`config.mk`:
```
export PLATFORM = sky130hd
export DESIGN_NAME = strict_radix_string_to_u64
export DESIGN_NICKNAME = d
export VERILOG_FILES = /design/src/design/strtu_pkg.sv /design/src/design/strtu_apb_regs.sv /design/src/design/strtu_digit_feed.sv /design/src/design/strict_radix_string_to_u64.sv
export VERILOG_INCLUDE_DIRS = /design/src /design/src/design
export SDC_FILE = /design/constraint.sdc
export NUM_CORES = 1
export LEC_CHECK = 0
export ABC_AREA = 1
export BUFFER_PORTS_ARGS = -buffer_cell sky130_fd_sc_hd__buf_4
export CAP_MARGIN = 20
export CORE_AREA = 2 2 288 290
export CTS_BUF_LIST = sky130_fd_sc_hd__clkbuf_4
export DETAILED_ROUTE_END_ITERATION = 6
export DIE_AREA = 0 0 290 292
export PLACE_DENSITY = 0.55
export SLEW_MARGIN = 40
export SYNTH_ARGS = -nofsm -noshare
export SYNTH_HDL_FRONTEND = slang
export SYNTH_SLANG_ARGS = --single-unit
```
`constraint.sdc`:
```
create_clock -name aclk -period 7.6 [get_ports aclk]
set_input_delay 0.76 -clock aclk [delete_from_list [all_inputs] [get_ports aclk]]
set_output_delay 0.76 -clock aclk [all_outputs]
set_load 0.1 [all_outputs]
```
`src/design/strict_radix_string_to_u64_defines.svh`:
```
// Assertion macros shared by the parser RTL.
`ifndef STRICT_RADIX_STRING_TO_U64_DEFINES_SVH
`define STRICT_RADIX_STRING_TO_U64_DEFINES_SVH

`ifndef SYNTHESIS
`define STRTU_ASSERT(label, clk, rst_n, prop, msg) \
    label: assert property (@(posedge clk) disable iff (!rst_n) prop) else $error(msg);
`define STRTU_ASSERT_NEXT(label, clk, rst_n, cond, expr, msg) \
    label: assert property (@(posedge clk) disable iff (!rst_n) (cond) |=> (expr)) \
        else $error(msg);
`else
`define STRTU_ASSERT(label, clk, rst_n, prop, msg)
`define STRTU_ASSERT_NEXT(label, clk, rst_n, cond, expr, msg)
`endif

`endif

```
`src/design/strtu_pkg.sv`:
```
// Types, constants and digit decode shared by the radix parser.
package strtu_pkg;

    localparam int COUNT_BITS    = 16;
    localparam int APB_ADDR_BITS = 3;
    localparam int REG_IDX_BITS  = APB_ADDR_BITS - 2;

    localparam logic [5:0] MAX_RADIX   = 6'd36;
    localparam logic [5:0] RESET_RADIX = 6'd10;
    localparam logic [5:0] RADIX_OCT   = 6'd8;
    localparam logic [5:0] RADIX_DEC   = 6'd10;
    localparam logic [5:0] RADIX_HEX   = 6'd16;

    localparam logic [63:0] U64_MAX_VAL = 64'hFFFF_FFFF_FFFF_FFFF;
    localparam logic [63:0] U32_MAX_VAL = 64'h0000_0000_FFFF_FFFF;

    localparam logic [REG_IDX_BITS-1:0] REG_RADIX = 1'b0;
    localparam logic [REG_IDX_BITS-1:0] REG_LIMIT = 1'b1;

    localparam logic [7:0] CH_0  = 8'h30;
    localparam logic [7:0] CH_7  = 8'h37;
    localparam logic [7:0] CH_9  = 8'h39;
    localparam logic [7:0] CH_UA = 8'h41;
    localparam logic [7:0] CH_UZ = 8'h5a;
    localparam logic [7:0] CH_LA = 8'h61;
    localparam logic [7:0] CH_LZ = 8'h7a;
    localparam logic [7:0] CH_X  = 8'h78;

    typedef enum logic [1:0] {
        STATUS_OK        = 2'd0,
        STATUS_RANGE     = 2'd1,
        STATUS_BAD_RADIX = 2'd2
    } status_t;

    typedef enum logic [1:0] {
        LA_NONE,
        LA_ZERO,
        LA_ZERO_X
    } lookahead_t;

    typedef struct packed {
        logic [7:0] char_code;
        logic       end_marker;
    } in_beat_t;

    typedef struct packed {
        logic [63:0]           value;
        status_t               status;
        logic [COUNT_BITS-1:0] consumed_count;
    } out_beat_t;

    typedef struct packed {
        logic [5:0] radix;
        logic       limit_32;
    } cfg_t;

    typedef struct packed {
        logic [63:0]           acc;
        logic                  ovf;
        logic                  stop;
        logic [COUNT_BITS-1:0] cnt;
    } parse_state_t;

    // bit 6: character is alphanumeric; bits 5:0: its digit value
    function automatic logic [6:0] char_digit(input logic [7:0] c);
        logic [6:0] r;
        r = 7'd0;
        if (c inside {[CH_0:CH_9]}) begin
            r = {1'b1, 6'(c - CH_0)};
        end else if (c inside {[CH_LA:CH_LZ]}) begin
            r = {1'b1, 6'(c - CH_LA) + 6'd10};
        end else if (c inside {[CH_UA:CH_UZ]}) begin
            r = {1'b1, 6'(c - CH_UA) + 6'd10};
        end
        return r;
    endfunction

endpackage

```
`src/design/strtu_apb_regs.sv`:
```
// APB register file holding the radix and 32-bit limit settings.
module strtu_apb_regs (
    input  logic                              aclk,
    input  logic                              aresetn,
    input  logic                              psel,
    input  logic                              penable,
    input  logic                              pwrite,
    input  logic [strtu_pkg::APB_ADDR_BITS-1:0] paddr,
    input  logic [31:0]                       pwdata,
    output logic [31:0]                       prdata,
    output logic                              pready,
    output strtu_pkg::cfg_t                   cfg
);
    import strtu_pkg::*;

    logic [5:0]              radix_reg;
    logic                    limit_reg;
    logic                    wr_en;
    logic [REG_IDX_BITS-1:0] reg_idx;

    assign pready  = 1'b1;
    assign wr_en   = psel && penable && pwrite && pready;
    assign reg_idx = paddr[APB_ADDR_BITS-1:2];

    always_ff @(posedge aclk) begin
        if (!aresetn) begin
            radix_reg <= RESET_RADIX;
            limit_reg <= 1'b0;
        end else if (wr_en) begin
            if (reg_idx == REG_RADIX) begin
                radix_reg <= pwdata[5:0];
            end else begin
                limit_reg <= pwdata[0];
            end
        end
    end

    always_comb begin
        if (reg_idx == REG_RADIX) begin
            prdata = {26'd0, radix_reg};
        end else begin
            prdata = {31'd0, limit_reg};
        end
    end

    assign cfg.radix    = radix_reg;
    assign cfg.limit_32 = limit_reg;

endmodule

```
`src/design/strtu_digit_feed.sv`:
```
// One digit step: validate, count, multiply-accumulate and detect overflow.
module strtu_digit_feed (
    input  logic [5:0]             base,
    input  logic [7:0]             char_code,
    input  strtu_pkg::parse_state_t st_in,
    output strtu_pkg::parse_state_t st_out
);
    import strtu_pkg::*;

    logic [6:0]  dig;
    logic        dig_ok;
    logic [69:0] prod;

    assign dig    = char_digit(char_code);
    assign dig_ok = dig[6] && (dig[5:0] < base);
    assign prod   = 70'(st_in.acc) * 70'(base) + 70'(dig[5:0]);

    always_comb begin
        st_out = st_in;
        if (!st_in.stop) begin
            if (!dig_ok) begin
                st_out.stop = 1'b1;
            end else begin
                if (st_in.cnt != {COUNT_BITS{1'b1}}) begin
                    st_out.cnt = st_in.cnt + COUNT_BITS'(1);
                end
                if (!st_in.ovf) begin
                    if (prod[69:64] != 6'd0) begin
                        st_out.ovf = 1'b1;
                    end else begin
                        st_out.acc = prod[63:0];
                    end
                end
            end
        end
    end

endmodule

```
`src/design/strict_radix_string_to_u64.sv`:
```
// Top level: input register, parse state, one digit step, result register.
// Throughput: one beat per cycle on the input, sustained, but an end-marker beat is held while the result is not taken.
// The end-marker beat passes the input register; its result is then registered and shown on m_valid.
// The path per cycle is one 64x6 multiply-add with overflow check in strtu_digit_feed.
// Reset (aresetn low, synchronous) clears the parse state and both beat valid flags,
// sets radix to 10 and limit_32 to 0.
`include "strict_radix_string_to_u64_defines.svh"

module strict_radix_string_to_u64 (
    input  logic                              aclk,
    input  logic                              aresetn,
    input  logic                              s_valid,
    output logic                              s_ready,
    input  strtu_pkg::in_beat_t               s_payload,
    output logic                              m_valid,
    input  logic                              m_ready,
    output strtu_pkg::out_beat_t              m_payload,
    input  logic                              psel,
    input  logic                              penable,
    input  logic                              pwrite,
    input  logic [strtu_pkg::APB_ADDR_BITS-1:0] paddr,
    input  logic [31:0]                       pwdata,
    output logic [31:0]                       prdata,
    output logic                              pready
);
    import strtu_pkg::*;

    cfg_t         cfg;
    logic         in_valid_reg;
    in_beat_t     in_data_reg;
    logic         out_valid_reg;
    out_beat_t    out_data_reg;
    parse_state_t state_reg, state_next;
    logic [5:0]   act_reg, act_next;
    lookahead_t   fill_reg, fill_next;

    logic         out_free;
    logic         proc_fire;
    logic [5:0]   feed_base;
    logic         feed_en;
    parse_state_t feed_in, feed_out;
    parse_state_t end_st;
    logic [5:0]   end_base;
    out_beat_t    result;
    logic [6:0]   cur_dig;
    logic [7:0]   c;

    strtu_apb_regs u_regs (
        .aclk    (aclk),
        .aresetn (aresetn),
        .psel    (psel),
        .penable (penable),
        .pwrite  (pwrite),
        .paddr   (paddr),
        .pwdata  (pwdata),
        .prdata  (prdata),
        .pready  (pready),
        .cfg     (cfg)
    );

    strtu_digit_feed u_feed (
        .base      (feed_base),
        .char_code (in_data_reg.char_code),
        .st_in     (feed_in),
        .st_out    (feed_out)
    );

    assign out_free  = !out_valid_reg || m_ready;
    assign proc_fire = in_valid_reg && (!in_data_reg.end_marker || out_free);
    assign s_ready   = !in_valid_reg || proc_fire;
    assign c         = in_data_reg.char_code;
    assign cur_dig   = char_digit(c);

    always_comb begin
        feed_base = act_reg;
        feed_in   = state_reg;
        feed_en   = 1'b0;
        act_next  = act_reg;
        fill_next = fill_reg;
        if (act_reg != 6'd0) begin
            feed_en = (act_reg <= MAX_RADIX);
        end else begin
            case (fill_reg)
                LA_NONE: begin
                    if (cfg.radix != 6'd0) begin
                        act_next  = cfg.radix;
                        feed_base = cfg.radix;
                        feed_en   = (cfg.radix <= MAX_RADIX);
                    end else if (c == CH_0) begin
                        fill_next = LA_ZERO;
                    end else begin
                        act_next  = RADIX_DEC;
                        feed_base = RADIX_DEC;
                        feed_en   = 1'b1;
                    end
                end
                LA_ZERO: begin
                    fill_next = LA_NONE;
                    if (c inside {[CH_0:CH_7]}) begin
                        act_next  = RADIX_OCT;
                        feed_base = RADIX_OCT;
                        feed_in.cnt = COUNT_BITS'(1);
                        feed_en   = 1'b1;
                    end else if (c == CH_X) begin
                        fill_next = LA_ZERO_X;
                    end else begin
                        act_next  = RADIX_DEC;
                        feed_base = RADIX_DEC;
                        feed_in.cnt = COUNT_BITS'(1);
                        feed_en   = 1'b1;
                    end
                end
                LA_ZERO_X: begin
                    fill_next = LA_NONE;
                    if (cur_dig[6] && (cur_dig[5:0] < RADIX_HEX)) begin
                        act_next  = RADIX_HEX;
                        feed_base = RADIX_HEX;
                        feed_in.cnt = COUNT_BITS'(2);
                        feed_en   = 1'b1;
                    end else begin
                        act_next     = RADIX_DEC;
                        feed_in.cnt  = COUNT_BITS'(1);
                        feed_in.stop = 1'b1;
                    end
                end
                default: begin
                    fill_next = LA_NONE;
                end
            endcase
        end
    end

    assign state_next = feed_en ? feed_out : feed_in;

    always_comb begin
        end_st   = state_reg;
        end_base = act_reg;
        if (act_reg == 6'd0) begin
            if (fill_reg == LA_NONE && cfg.radix != 6'd0) begin
                end_base = cfg.radix;
            end else begin
                end_base   = RADIX_DEC;
                end_st.cnt = (fill_reg != LA_NONE) ? COUNT_BITS'(1) : '0;
            end
        end
        result.consumed_count = end_st.cnt;
        if (end_base > MAX_RADIX) begin
            result.value          = '0;
            result.status         = STATUS_BAD_RADIX;
            result.consumed_count = '0;
        end else if (end_st.ovf) begin
            result.value  = cfg.limit_32 ? U32_MAX_VAL : U64_MAX_VAL;
            result.status = STATUS_RANGE;
        end else if (cfg.limit_32 && end_st.acc > U32_MAX_VAL) begin
            result.value  = U32_MAX_VAL;
            result.status = STATUS_RANGE;
        end else begin
            result.value  = end_st.acc;
            result.status = STATUS_OK;
        end
    end

    always_ff @(posedge aclk) begin
        if (!aresetn) begin
            in_valid_reg <= 1'b0;
        end else if (s_valid && s_ready) begin
            in_valid_reg <= 1'b1;
        end else if (proc_fire) begin
            in_valid_reg <= 1'b0;
        end
    end

    always_ff @(posedge aclk) begin
        if (s_valid && s_ready) begin
            in_data_reg <= s_payload;
        end
    end

    always_ff @(posedge aclk) begin
        if (!aresetn) begin
            state_reg <= '0;
            act_reg   <= 6'd0;
            fill_reg  <= LA_NONE;
        end else if (proc_fire) begin
            if (in_data_reg.end_marker) begin
                state_reg <= '0;
                act_reg   <= 6'd0;
                fill_reg  <= LA_NONE;
            end else begin
                state_reg <= state_next;
                act_reg   <= act_next;
                fill_reg  <= fill_next;
            end
        end
    end

    always_ff @(posedge aclk) begin
        if (!aresetn) begin
            out_valid_reg <= 1'b0;
        end else if (proc_fire && in_data_reg.end_marker) begin
            out_valid_reg <= 1'b1;
        end else if (m_ready) begin
            out_valid_reg <= 1'b0;
        end
    end

    always_ff @(posedge aclk) begin
        if (proc_fire && in_data_reg.end_marker) begin
            out_data_reg <= result;
        end
    end

    assign m_valid   = out_valid_reg;
    assign m_payload = out_data_reg;

    `STRTU_ASSERT(a_bad_radix_zero, aclk, aresetn, (out_valid_reg && out_data_reg.status == STATUS_BAD_RADIX) |-> (out_data_reg.value == 64'd0 && out_data_reg.consumed_count == '0), "bad radix result must carry zero value and count")
    `STRTU_ASSERT(a_lookahead_undecided, aclk, aresetn, (fill_reg != LA_NONE) |-> (act_reg == 6'd0), "lookahead pending with radix already decided")
    `STRTU_ASSERT(a_ovf_has_radix, aclk, aresetn, state_reg.ovf |-> (act_reg != 6'd0), "overflow flagged before radix decided")
    `STRTU_ASSERT_NEXT(a_clear_after_end, aclk, aresetn, proc_fire && in_data_reg.end_marker, state_reg == '0 && act_reg == 6'd0 && fill_reg == LA_NONE && out_valid_reg, "parse state not cleared after end beat")

endmodule
```
==> metrics.cfg <==
[place]
place.gp.congestion=0.966
port_buffers=112
dp_hpwl_um=62600
place_ws_ps=53.7
place_area_mm2=0.0268

[synthesis]
synth-seq-cells=190
yosys_most_used_dff=dfxtp_1
syn_inst=3091
seq_area_frac_synth_pct=20.8
synth_top_area_cell=fa_1
synth.top_cell.area_share_pct=22.2
synth_area_leaders=fa_1, edfxtp_1, nor2_1
async_reset_ff_share_pct=0
syn_area_per_cell_um2=7.34
synth_edf_count=91
yosysWarnings=0
synth_area_mm2=0.0227
yosysUniqueCellTypes=56

[timing]
tightest_slew_ps=824
whs_ps=163
timing.final.max_slew_violations=0
period_needed_ps=7170
finalSetupViolCount=0
max_freq_mhz=140
period_share_pct=94.3
fin_worst_skew_ps=64.6
hold_viol=0
setup_ws_ps=432
relSlewSlack_pct=44.9

[clocking]
cts_sinks=190
cts_buffers=17
clk_path_buf_depth=2
htree_levels=4
clk_pin_slew_ps=190
cts_tree=built
clock_latency_ps=850
cts_root_buffer=clkbuf_4

[global_routing]
groute.usage.overall_pct=18.4
antenna_found_initial=3
grt_pass1_wl_um=122000
grt_pass1_vias=21300
grt_max_degree=83
overflow=0

[status]
status=complete, no violations

[worst_setup_path]
crit_fanout=21
path_class=reg2reg
cp_slowest_cell=fa_1
crit_path_start_kind=flip-flop
slowest_delay_ps=530
cp.required_ps=8370
cp_common_cell=buf_4
cp.arrival_ps=7930
critical_path.endpoint_type=flip-flop

[layout]
num-fill-cells=8749
fin_util_pct=34.4
largest_reg_flops=82
regArea_mm2=0.00471
drive_above_1_share_pct=19.0
multi_input_area_mm2=0.0164
syn_to_final_growth_pct=23.9
stdcell_area_mm2=0.0281
final_cell_mix=nor2_1, nand2_1, inv_1
fin_nets=3933

[die]
num_rows=105
die_width_um=290
die_area_mm2=0.0847
initial_core_util_pct=27.8
die_h_um=292
io_pins=168
core_area_mm2=0.0816

[detailed_routing]
drt-pass1-iter-count=6
wire_per_inst_um=17.1
drcViolationCount=0
ant_nets=0
drt_wl_total_um=77600
dr_total_vias=21300
drt_iter0_drc=1488
vias_per_cell=4.68

[power]
total_leakage_power_nw=13.8
vdd_drop_max_mv=0.128
p_total_w=0.00376
power_density_mw_per_mm2=134

[run]
max_cap_violations=0

[hold_path]
hold_path.class=in2reg

[what timing repair did]
action                                  4_1_cts  5_1_grt
setup buffers                                 0       20
hold buffers                                  9        0
pin swaps                                     0       39
endpoints found under the setup margin        5       65
gates cloned                                  0        2
gates resized for setup                       2      176
endpoints found under the hold margin         9        0
[Yosys cell counts, types with 8 or more instances]
library cell and number:
xor2_1 20, a21oi_1 244, nor3_1 29, nor4_1 11
a21o_1 14, nand3_1 82, buf_2 12, inv_2 15
nor2_1 622, dfxtp_1 99, nand2_1 585, ha_1 165
nand4_1 24, xnor2_1 34, inv_1 444, fa_1 252
buf_4 33, edfxtp_1 91, a31oi_1 9, o211ai_1 8
o21ai_0 141, o21bai_1 8, clkbuf_1 73
[power by group]
part	internal, W	switching, W
clock network	0.000144	0.000457
registers	0.00115	0.0000744
logic	0.000719	0.00122
[critical path, delay by kind of cell (launching register included)]
| family | cells | cell delay [ps] |
|---|---|---|
| fa+ha+maj | 5 | 2170 |
| compound gates | 8 | 1590 |
| buf+inv | 11 | 1550 |
| simple gates | 10 | 1140 |
| flops | 1 | 440 |
| xor+xnor | 1 | 170 |
[layout make-up]
cell class / count / area share, %
repair buffers: 453 / 12.9
well taps: 1070 / 4.76
clock inverters: 14 / 0.450
diodes: 6 / 0.0534
multi-input cells: 2342 / 58.4
inverters: 461 / 6.19
flip-flops and latches: 190 / 16.8
clock buffers: 18 / 0.481
[per-layer routing]
metal | vias to the layer above | part of all wire (%) | routed length, µm | global-route usage (%)
li1 | 10400 | - | - | -
met1 | 10300 | 45 | 35000 | 24.5
met2 | 520 | 48 | 37300 | 31.4
met3 | 80 | 4.7 | 3640 | 2.65
met4 | 2 | 2.2 | 1680 | 4.32
met5 | - | 0.017 | 13 | 0
[through the flow]
step | setup TNS [ps] | instances
2_1_floorplan | 0 | 3116
3_3_place_gp | 0 | 4484
3_5_place_dp | 0 | 4484
4_1_cts | 0 | 4525
5_1_grt | -38.1 | 4554
6_report | 0 | 4554
[worst paths after layout]
kind,cells past startpoint,endpoint,from,slack [ps]
max reg2reg,35,end_st[50],c[2],430
max,35,end_st[50],c[2],430
min,3,u_regs.radix_reg[3],pwdata[3],160
min reg2reg,2,end_st[16],end_st[16],480
[cells by family (layout without fill, tap and decap cells)]
| kind of cell | count (synthesis) | count (layout) | synth area share (%) |
|---|---|---|---|
| buffers and inverters | 584 | 946 | 10.4 |
| other | 2 | 33 | 0.0331 |
| adders and majority gates | 417 | 417 | 31.3 |
| and+or+nand+nor | 1384 | 1384 | 24.4 |
| DFF | 190 | 190 | 20.8 |
| AOI/OAI and AO/OA | 460 | 460 | 11.0 |
| xor gates and xnor gates | 54 | 54 | 2.08 |
No activity file was read; power rests on OpenSTA's default activity.
